$ cat config.mk
export PLATFORM = sky130hd
export DESIGN_NAME = lsb_first_code_bit_packer_core
export DESIGN_NICKNAME = d
export VERILOG_FILES = /design/src/lsbcbp_pkg.sv /design/src/lsbcbp_front.sv /design/src/lsbcbp_queue.sv /design/src/lsbcbp_back.sv /design/src/lsb_first_code_bit_packer_core.sv
export SDC_FILE = /design/constraint.sdc
export NUM_CORES = 1
export LEC_CHECK = 0
export BUFFER_PORTS_ARGS = -buffer_cell sky130_fd_sc_hd__buf_2
export CELL_PAD_IN_SITES_DETAIL_PLACEMENT = 1
export CELL_PAD_IN_SITES_GLOBAL_PLACEMENT = 2
export CORE_ASPECT_RATIO = 1.75
export CORE_MARGIN = 2
export CORE_UTILIZATION = 30
export CTS_CLUSTER_DIAMETER = 50
export DETAILED_ROUTE_END_ITERATION = 8
export PLACE_DENSITY = 0.65
export RECOVER_POWER = 100
export SETUP_SLACK_MARGIN = 0.4
export SKIP_CTS_REPAIR_TIMING = 1
export SLEW_MARGIN = 20
export SYNTH_ARGS = -nofsm -noshare
export SYNTH_HDL_FRONTEND = slang
export SYNTH_HIERARCHICAL = 1
export SYNTH_SLANG_ARGS = --single-unit
$ cat constraint.sdc
create_clock -name clk -period 21 [get_ports clk]
set_input_delay 1.05 -clock clk [delete_from_list [all_inputs] [get_ports clk]]
set_output_delay 1.05 -clock clk [all_outputs]
set_load 0.005 [all_outputs]
$ cat src/lsbcbp_pkg.sv
`timescale 1ns / 1ps
// ----------------------------------------------------------------------------
// lsbcbp_pkg
// Shared types and constants of the LSB-first code bit packer.
// ----------------------------------------------------------------------------
package lsbcbp_pkg;

  // Field widths of the request and byte transactions.
  localparam int CODE_W = 64;
  localparam int LEN_W  = 7;
  localparam int SHIFT_W = $clog2(CODE_W);
  localparam int BYTE_W = 8;

  // Pending partial byte: up to seven bits and a three bit count.
  localparam int PEND_W = 7;
  localparam int PCNT_W = 3;

  // Request type codes.
  localparam logic REQ_CODE  = 1'b0;
  localparam logic REQ_FLUSH = 1'b1;

  // Request transaction.
  typedef struct packed {
    logic              req_type;
    logic [CODE_W-1:0] code_bits;
    logic [LEN_W-1:0]  code_len;
  } req_item_t;

  // Byte transaction.
  typedef struct packed {
    logic [BYTE_W-1:0] out_byte;
    logic              last_of_run;
    logic              padded_final;
  } byte_item_t;

endpackage

$ cat src/lsbcbp_front.sv
`timescale 1ns / 1ps
// ----------------------------------------------------------------------------
// lsbcbp_front
// Accepts requests, merges code bits with the pending partial byte and
// hands the completed bytes of each request to the queue as one entry.
// ----------------------------------------------------------------------------
module lsbcbp_front #(
  parameter int MAX_CODE_BITS = 64,
  parameter int DATA_W        = 64,
  parameter int CNT_W         = 4
) (
  input  logic                  clk,
  input  logic                  rst,
  input  logic                  req_valid,
  output logic                  req_stall,
  input  lsbcbp_pkg::req_item_t req_data,
  output logic                  q_push,
  output logic [DATA_W+CNT_W:0] q_entry,
  input  logic                  q_full
);
  import lsbcbp_pkg::*;

  localparam int COMB_W = MAX_CODE_BITS + PEND_W;

  logic [PEND_W-1:0]        pend_bits;
  logic [PCNT_W-1:0]        pend_cnt;
  logic [PEND_W-1:0]        pend_bits_next;
  logic [PCNT_W-1:0]        pend_cnt_next;
  logic                     accept;
  logic [LEN_W-1:0]         len_sat;
  logic [CODE_W-1:0]        mask;
  logic [MAX_CODE_BITS-1:0] code_use;
  logic [COMB_W-1:0]        combined;
  logic [COMB_W-1:0]        shifted;
  logic [LEN_W-1:0]         total;
  logic [LEN_W-4:0]         nbytes;

  // The queue having no room holds off new requests.
  assign req_stall = q_full;
  assign accept    = req_valid && !req_stall;

  // Merge the masked code above the pending bits and split off whole bytes.
  always_comb begin
    if (req_data.code_len > LEN_W'(MAX_CODE_BITS)) begin
      len_sat = LEN_W'(MAX_CODE_BITS);
    end else begin
      len_sat = req_data.code_len;
    end
    if (len_sat >= LEN_W'(CODE_W)) begin
      mask = '1;
    end else begin
      mask = (CODE_W'(1) << len_sat[SHIFT_W-1:0]) - CODE_W'(1);
    end
    code_use = MAX_CODE_BITS'(req_data.code_bits & mask);
    combined = (COMB_W'(code_use) << pend_cnt) | COMB_W'(pend_bits);
    total    = LEN_W'(pend_cnt) + len_sat;
    nbytes   = total[LEN_W-1:3];
    shifted  = combined >> {nbytes, 3'b000};
  end

  // Build the queue entry and the next pending state.
  always_comb begin
    if (req_data.req_type == REQ_FLUSH) begin
      q_push         = accept && (pend_cnt != '0);
      q_entry        = {DATA_W'(pend_bits), CNT_W'(1), 1'b1};
      pend_bits_next = '0;
      pend_cnt_next  = '0;
    end else begin
      q_push         = accept && (nbytes != '0);
      q_entry        = {combined[DATA_W-1:0], CNT_W'(nbytes), 1'b0};
      pend_bits_next = shifted[PEND_W-1:0];
      pend_cnt_next  = total[PCNT_W-1:0];
    end
  end

  // Pending partial byte.
  always_ff @(posedge clk) begin
    if (rst) begin
      pend_bits <= '0;
      pend_cnt  <= '0;
    end else if (accept) begin
      pend_bits <= pend_bits_next;
      pend_cnt  <= pend_cnt_next;
    end
  end

endmodule

$ cat src/lsbcbp_queue.sv
`timescale 1ns / 1ps
// ----------------------------------------------------------------------------
// lsbcbp_queue
// Two-entry queue that decouples the request side from the byte side.
// ----------------------------------------------------------------------------
module lsbcbp_queue #(
  parameter int WIDTH = 69
) (
  input  logic             clk,
  input  logic             rst,
  input  logic             push,
  input  logic [WIDTH-1:0] push_entry,
  output logic             full,
  input  logic             pop,
  output logic             pop_valid,
  output logic [WIDTH-1:0] pop_entry
);
  import lsbcbp_pkg::*;

  logic [WIDTH-1:0] slots [2];
  logic             wr_ptr;
  logic             rd_ptr;
  logic [1:0]       count;

  assign full      = (count == 2'd2);
  assign pop_valid = (count != 2'd0);
  assign pop_entry = slots[rd_ptr];

  // Pointers and fill count.
  always_ff @(posedge clk) begin
    if (rst) begin
      wr_ptr <= 1'b0;
      rd_ptr <= 1'b0;
      count  <= 2'd0;
    end else begin
      if (push) begin
        wr_ptr <= !wr_ptr;
      end
      if (pop) begin
        rd_ptr <= !rd_ptr;
      end
      case ({push, pop})
        2'b10:   count <= count + 2'd1;
        2'b01:   count <= count - 2'd1;
        default: count <= count;
      endcase
    end
  end

  // Entry storage.
  always_ff @(posedge clk) begin
    if (push) begin
      slots[wr_ptr] <= push_entry;
    end
  end

endmodule

$ cat src/lsbcbp_back.sv
`timescale 1ns / 1ps
// ----------------------------------------------------------------------------
// lsbcbp_back
// Takes queue entries and sends their bytes out one per cycle through an
// output register while not stalled, marking the last byte of each request.
// ----------------------------------------------------------------------------
module lsbcbp_back #(
  parameter int DATA_W = 64,
  parameter int CNT_W  = 4
) (
  input  logic                   clk,
  input  logic                   rst,
  input  logic                   q_valid,
  input  logic [DATA_W+CNT_W:0]  q_entry,
  output logic                   q_pop,
  output logic                   byte_valid,
  input  logic                   byte_stall,
  output lsbcbp_pkg::byte_item_t byte_data
);
  import lsbcbp_pkg::*;

  logic              work_valid;
  logic [DATA_W-1:0] work_data;
  logic [CNT_W-1:0]  work_left;
  logic              work_pad;
  logic              out_load;
  logic              work_done;

  // Move a byte when the output register is empty or being drained.
  always_comb begin
    out_load  = work_valid && (!byte_valid || !byte_stall);
    work_done = out_load && (work_left == CNT_W'(1));
    q_pop     = q_valid && (!work_valid || work_done);
  end

  // Control: output valid and working entry valid.
  always_ff @(posedge clk) begin
    if (rst) begin
      byte_valid <= 1'b0;
      work_valid <= 1'b0;
    end else begin
      if (out_load) begin
        byte_valid <= 1'b1;
      end else if (!byte_stall) begin
        byte_valid <= 1'b0;
      end
      if (q_pop) begin
        work_valid <= 1'b1;
      end else if (work_done) begin
        work_valid <= 1'b0;
      end
    end
  end

  // Payload: output byte and the shifting working entry.
  always_ff @(posedge clk) begin
    if (out_load) begin
      byte_data.out_byte     <= work_data[BYTE_W-1:0];
      byte_data.last_of_run  <= (work_left == CNT_W'(1));
      byte_data.padded_final <= work_pad;
    end
    if (q_pop) begin
      work_data <= q_entry[DATA_W+CNT_W:CNT_W+1];
      work_left <= q_entry[CNT_W:1];
      work_pad  <= q_entry[0];
    end else if (out_load) begin
      work_data <= work_data >> BYTE_W;
      work_left <= work_left - CNT_W'(1);
    end
  end

endmodule

$ cat src/lsb_first_code_bit_packer_core.sv
`timescale 1ns / 1ps
// The first byte of a request passes the queue, the working entry and the output register.
// Throughput: one byte per cycle at the output register while byte_stall is low; a
// request produces 0 to 8 bytes.
// Requests enter back to back while the two-entry queue has room.
// Reset clears the pending partial byte, the queue and the output register.
// ----------------------------------------------------------------------------
// lsb_first_code_bit_packer_core
// Packs variable-length codes into bytes, least significant bit first, with
// a flush request that emits the zero-padded partial byte.
// ----------------------------------------------------------------------------
module lsb_first_code_bit_packer_core #(
  parameter int MAX_CODE_BITS = 64
) (
  input  logic                   clk,
  input  logic                   rst,
  input  logic                   req_valid,
  output logic                   req_stall,
  input  lsbcbp_pkg::req_item_t  req_data,
  output logic                   byte_valid,
  input  logic                   byte_stall,
  output lsbcbp_pkg::byte_item_t byte_data
);
  import lsbcbp_pkg::*;

  localparam int MAX_BYTES = (MAX_CODE_BITS + PEND_W) / BYTE_W;
  localparam int DATA_W    = MAX_BYTES * BYTE_W;
  localparam int CNT_W     = $clog2(MAX_BYTES + 1);
  localparam int ENTRY_W   = DATA_W + CNT_W + 1;

  logic               q_push;
  logic [ENTRY_W-1:0] q_push_entry;
  logic               q_full;
  logic               q_pop;
  logic               q_valid;
  logic [ENTRY_W-1:0] q_pop_entry;

  // Request side.
  lsbcbp_front #(
    .MAX_CODE_BITS(MAX_CODE_BITS),
    .DATA_W       (DATA_W),
    .CNT_W        (CNT_W)
  ) u_front (
    .clk      (clk),
    .rst      (rst),
    .req_valid(req_valid),
    .req_stall(req_stall),
    .req_data (req_data),
    .q_push   (q_push),
    .q_entry  (q_push_entry),
    .q_full   (q_full)
  );

  // Decoupling queue.
  lsbcbp_queue #(
    .WIDTH(ENTRY_W)
  ) u_queue (
    .clk       (clk),
    .rst       (rst),
    .push      (q_push),
    .push_entry(q_push_entry),
    .full      (q_full),
    .pop       (q_pop),
    .pop_valid (q_valid),
    .pop_entry (q_pop_entry)
  );

  // Byte side.
  lsbcbp_back #(
    .DATA_W(DATA_W),
    .CNT_W (CNT_W)
  ) u_back (
    .clk       (clk),
    .rst       (rst),
    .q_valid   (q_valid),
    .q_entry   (q_pop_entry),
    .q_pop     (q_pop),
    .byte_valid(byte_valid),
    .byte_stall(byte_stall),
    .byte_data (byte_data)
  );

  // The front end never writes into a full queue.
  assert property (@(posedge clk) disable iff (rst) q_push |-> !q_full)
    else $error("queue written while full");

  // The back end only takes an entry that is present.
  assert property (@(posedge clk) disable iff (rst) q_pop |-> q_valid)
    else $error("queue read while empty");

  // A padded flush byte is always the last byte of its transaction.
  assert property (@(posedge clk) disable iff (rst)
    (byte_valid && byte_data.padded_final) |-> byte_data.last_of_run)
    else $error("padded byte not marked last");

endmodule

==> results.sh <==
export IMPL_htree_levels=1
export IMPL_p_leak_uw=0.00605
export IMPL_place_hpwl_mm=54.2
export IMPL_synthFlopType="edfxtp_1"
export IMPL_layout_common_cells="217 x edfxtp_1, 179 x nor2_1, 139 x nand2_1"
export IMPL_critical_path_max_stage_delay_ns=2.92
export IMPL_yosysUniqueCellTypes=104
export IMPL_cp_start_kind="input port"
export IMPL_grt_pass1_vias=15000
export IMPL_synthArstFlopShare=0
export IMPL_synth_area_top_cells="edfxtp_1 39%, mux2_2 5.8%, mux2_4 5.4%"
export IMPL_holdPathEnd="u_back/byte_data[7]"
export IMPL_path_buf_inv=4
export IMPL_holdCritStartpoint="u_back/work_data[5]"
export IMPL_relSlewSlack=-1.82
export IMPL_die_w_um=181
export IMPL_synth_area_per_cell_um2=9.96
export IMPL_grt_overflow=0
export IMPL_violations="capacitance limit, slew limit"
export IMPL_vias=14100
export IMPL_drc=0
export IMPL_synth_edf_count=217
export IMPL_path_delay_family="buffers and inverters"
export IMPL_portBuffers=87
export IMPL_ant_nets=0
export IMPL_ir_worst_vdd_mv=0.0702
export IMPL_clk_latency_ns=0.50
export IMPL_crit_chain="buf_2 > clkbuf_1 > nor2b_1 > ha_1 > fa_1 > a21oi_1 > nor2_1 > mux2_1 > nand3_1 > nor3_1 > a211oi_1 > inv_1 > nor2_4 > clkbuf_1"
export IMPL_critPathArrivalTime_ns=9.00
export IMPL_holdPathStages=0
export IMPL_grt_max_degree=80
export IMPL_n_antenna_cell=0
export IMPL_antenna_found_initial=1
export IMPL_syn_inst=1660
export IMPL_detail_route_wl_per_cell_um=30.0
export IMPL_worstSetupPathType="in -> reg"
export IMPL_synth_top_area_cell="edfxtp_1"
export IMPL_setup_violations=0
export IMPL_yosys_warnings=6
export IMPL_p_per_area_nw_per_um2=93.8
export IMPL_rrSetupSlack_ns=13.02
export IMPL_ioPinCount=88
export IMPL_status="finished, violations left"
export IMPL_seq_area_frac_synth=0.415
export IMPL_row_count=113
export IMPL_hp_class="reg -> reg"
export IMPL_syn2layout_area_growth_pct=7.40
export IMPL_drtIter0Drc=842
export IMPL_cts_tree="yes"
export IMPL_fin_crit_sh=0.428
export IMPL_final_core_util=0.326
export IMPL_layout_commonest_cell="edfxtp_1"
export IMPL_wl_mm=71.0
export IMPL_coreArea_um2=54400
export IMPL_netlist_area_um2=16500
export IMPL_r2r_cells=11
export IMPL_finalHoldViolCount=0
export IMPL_numCtsBuffers=20
export IMPL_dpl_cell_area_um2=17400
export IMPL_clk_pin_slew_ns=0.08
export IMPL_place_congestion=0.966
export IMPL_die_area_um2=57100
export IMPL_drive_above_1_share=0.161
export IMPL_fin_tns_setup_ns=0
export IMPL_cts_root_buf="clkbuf_16"
export IMPL_final_min_clock_period_ns=8.99
export IMPL_crit_top_cell="clkbuf_1"
export IMPL_synth_top_area_share=0.394
export IMPL_worst_pin_slew_ns=4.23
export IMPL_crit_slowest_cell="clkbuf_1"
export IMPL_clock_skew_ns=0.0141
export IMPL_fmax_ghz=0.111
export IMPL_cts_sinks=234
export IMPL_synth_fp_nets=1744
export IMPL_stdcell_count=2365
export IMPL_cts_max_path_buffers=3
export IMPL_rsz0062_at_grt="false"
export IMPL_place_inst=2330
export IMPL_die_y_um=315
export IMPL_r2r_end="u_queue/slots[0][60]"
export IMPL_ys_ff_latch=234
export IMPL_fin_nets=1746
export IMPL_dr_pass1_iters=5
export IMPL_cap_violations=6
export IMPL_r2r_start="u_front/pend_cnt[1]"
export IMPL_fin_area_um2=17800
export IMPL_grtUsageTotal=0.245
export IMPL_cp_end_kind="flop"
export IMPL_num_fill_cells=6103
export IMPL_viasPerCell=5.97
export IMPL_start_util=0.304
export IMPL_cp_required_ns=21.01
export IMPL_maxSlewViolCount=368
export IMPL_crit_fanout=69
export IMPL_grt_first_pass_wirelength_mm=103
[metrics by stage]
stage	hold slack (ns)	setup slack [ns]	total power (uW)
after floorplan	0.400	13.33	1210
after global placement	0.406	14.62	1390
after detailed placement	0.406	14.56	1400
after CTS	0.426	15.08	1780
after global routing	0.429	11.46	1750
final	0.425	12.01	1670
[cell usage after synthesis, drive strengths merged, types with 21 or more instances]
cell type	count
a211oi	29
a21oi	76
a31oi	22
and3	21
buf	71
clkbuf	70
edfxtp	217
mux2	144
mux2i	40
nand2	139
nand3	56
nor2	180
nor2b	35
nor3	43
o21ai	73
o31ai	22
[kinds of logic after synthesis]
group	share of synthesized area
fa+ha+maj	0.00711
simple gates	0.188
mux	0.145
compound gates	0.189
flops	0.415
xor+xnor	0.00900
buf+inv	0.0468
[worst register-to-register path, cell delays in order (launching register included)]
cell      delay (ns)
dfxtp_4         0.56
buf_4           0.75
fa_1            0.38
a21oi_1         0.21
nor2_1          0.25
mux2_1          0.68
nand3_1         0.58
nor3_1          0.13
a211oi_1        0.62
inv_1           0.20
nor2_4          0.11
clkbuf_1        2.92
[metal layers]
metal / global-route usage / routed length [um] / vias up
met4: 0.205 / 6920 / 2
li1: - / - / 6377
met3: 0.0182 / 1920 / 221
met2: 0.449 / 36500 / 459
met1: 0.253 / 25600 / 7049
met5: 0 / 13 / -
[final cells by class]
cell class	instances	area, um2	area share
multi-input cells	1265	8660	0.488
flip-flops and latches	234	6870	0.387
well taps	690	863	0.0486
repair buffers	121	649	0.0366
clock buffers	22	529	0.0298
clock inverters	13	114	0.00641
inverters	20	75.1	0.00423
[power breakdown]
group / leakage [uW] / internal (uW) / switching (uW)
clock: 0.000321 / 198 / 172
sequential: 0.00220 / 700 / 52.9
combinational: 0.00353 / 206 / 336
[worst max path at each step]
stage                     cells after the start                   end   startpoint
after global routing                         14  u_queue/slots[0][60]  req_data[0]
after floorplan                              18   u_queue/slots[0][0]  req_data[6]
after global placement                       13  u_queue/slots[0][52]  req_data[1]
final                                        14  u_queue/slots[0][60]  req_data[0]
after detailed placement                     13  u_queue/slots[0][66]  req_data[1]
after CTS                                    13  u_queue/slots[0][52]  req_data[1]
[registers in the layout (all words and copies together), names as in the netlist, named ones only]
register / flops
u_queue/slots: 138
u_back/work_data: 64
u_back/byte_data: 10
u_front/pend_bits: 7
u_back/work_left: 4
u_front/pend_cnt: 3
u_queue/count: 2
u_back/byte_valid: 1
u_back/work_pad: 1
u_back/work_valid: 1
u_queue/rd_ptr: 1
u_queue/wr_ptr: 1
Power figures use the tool's default switching activity.
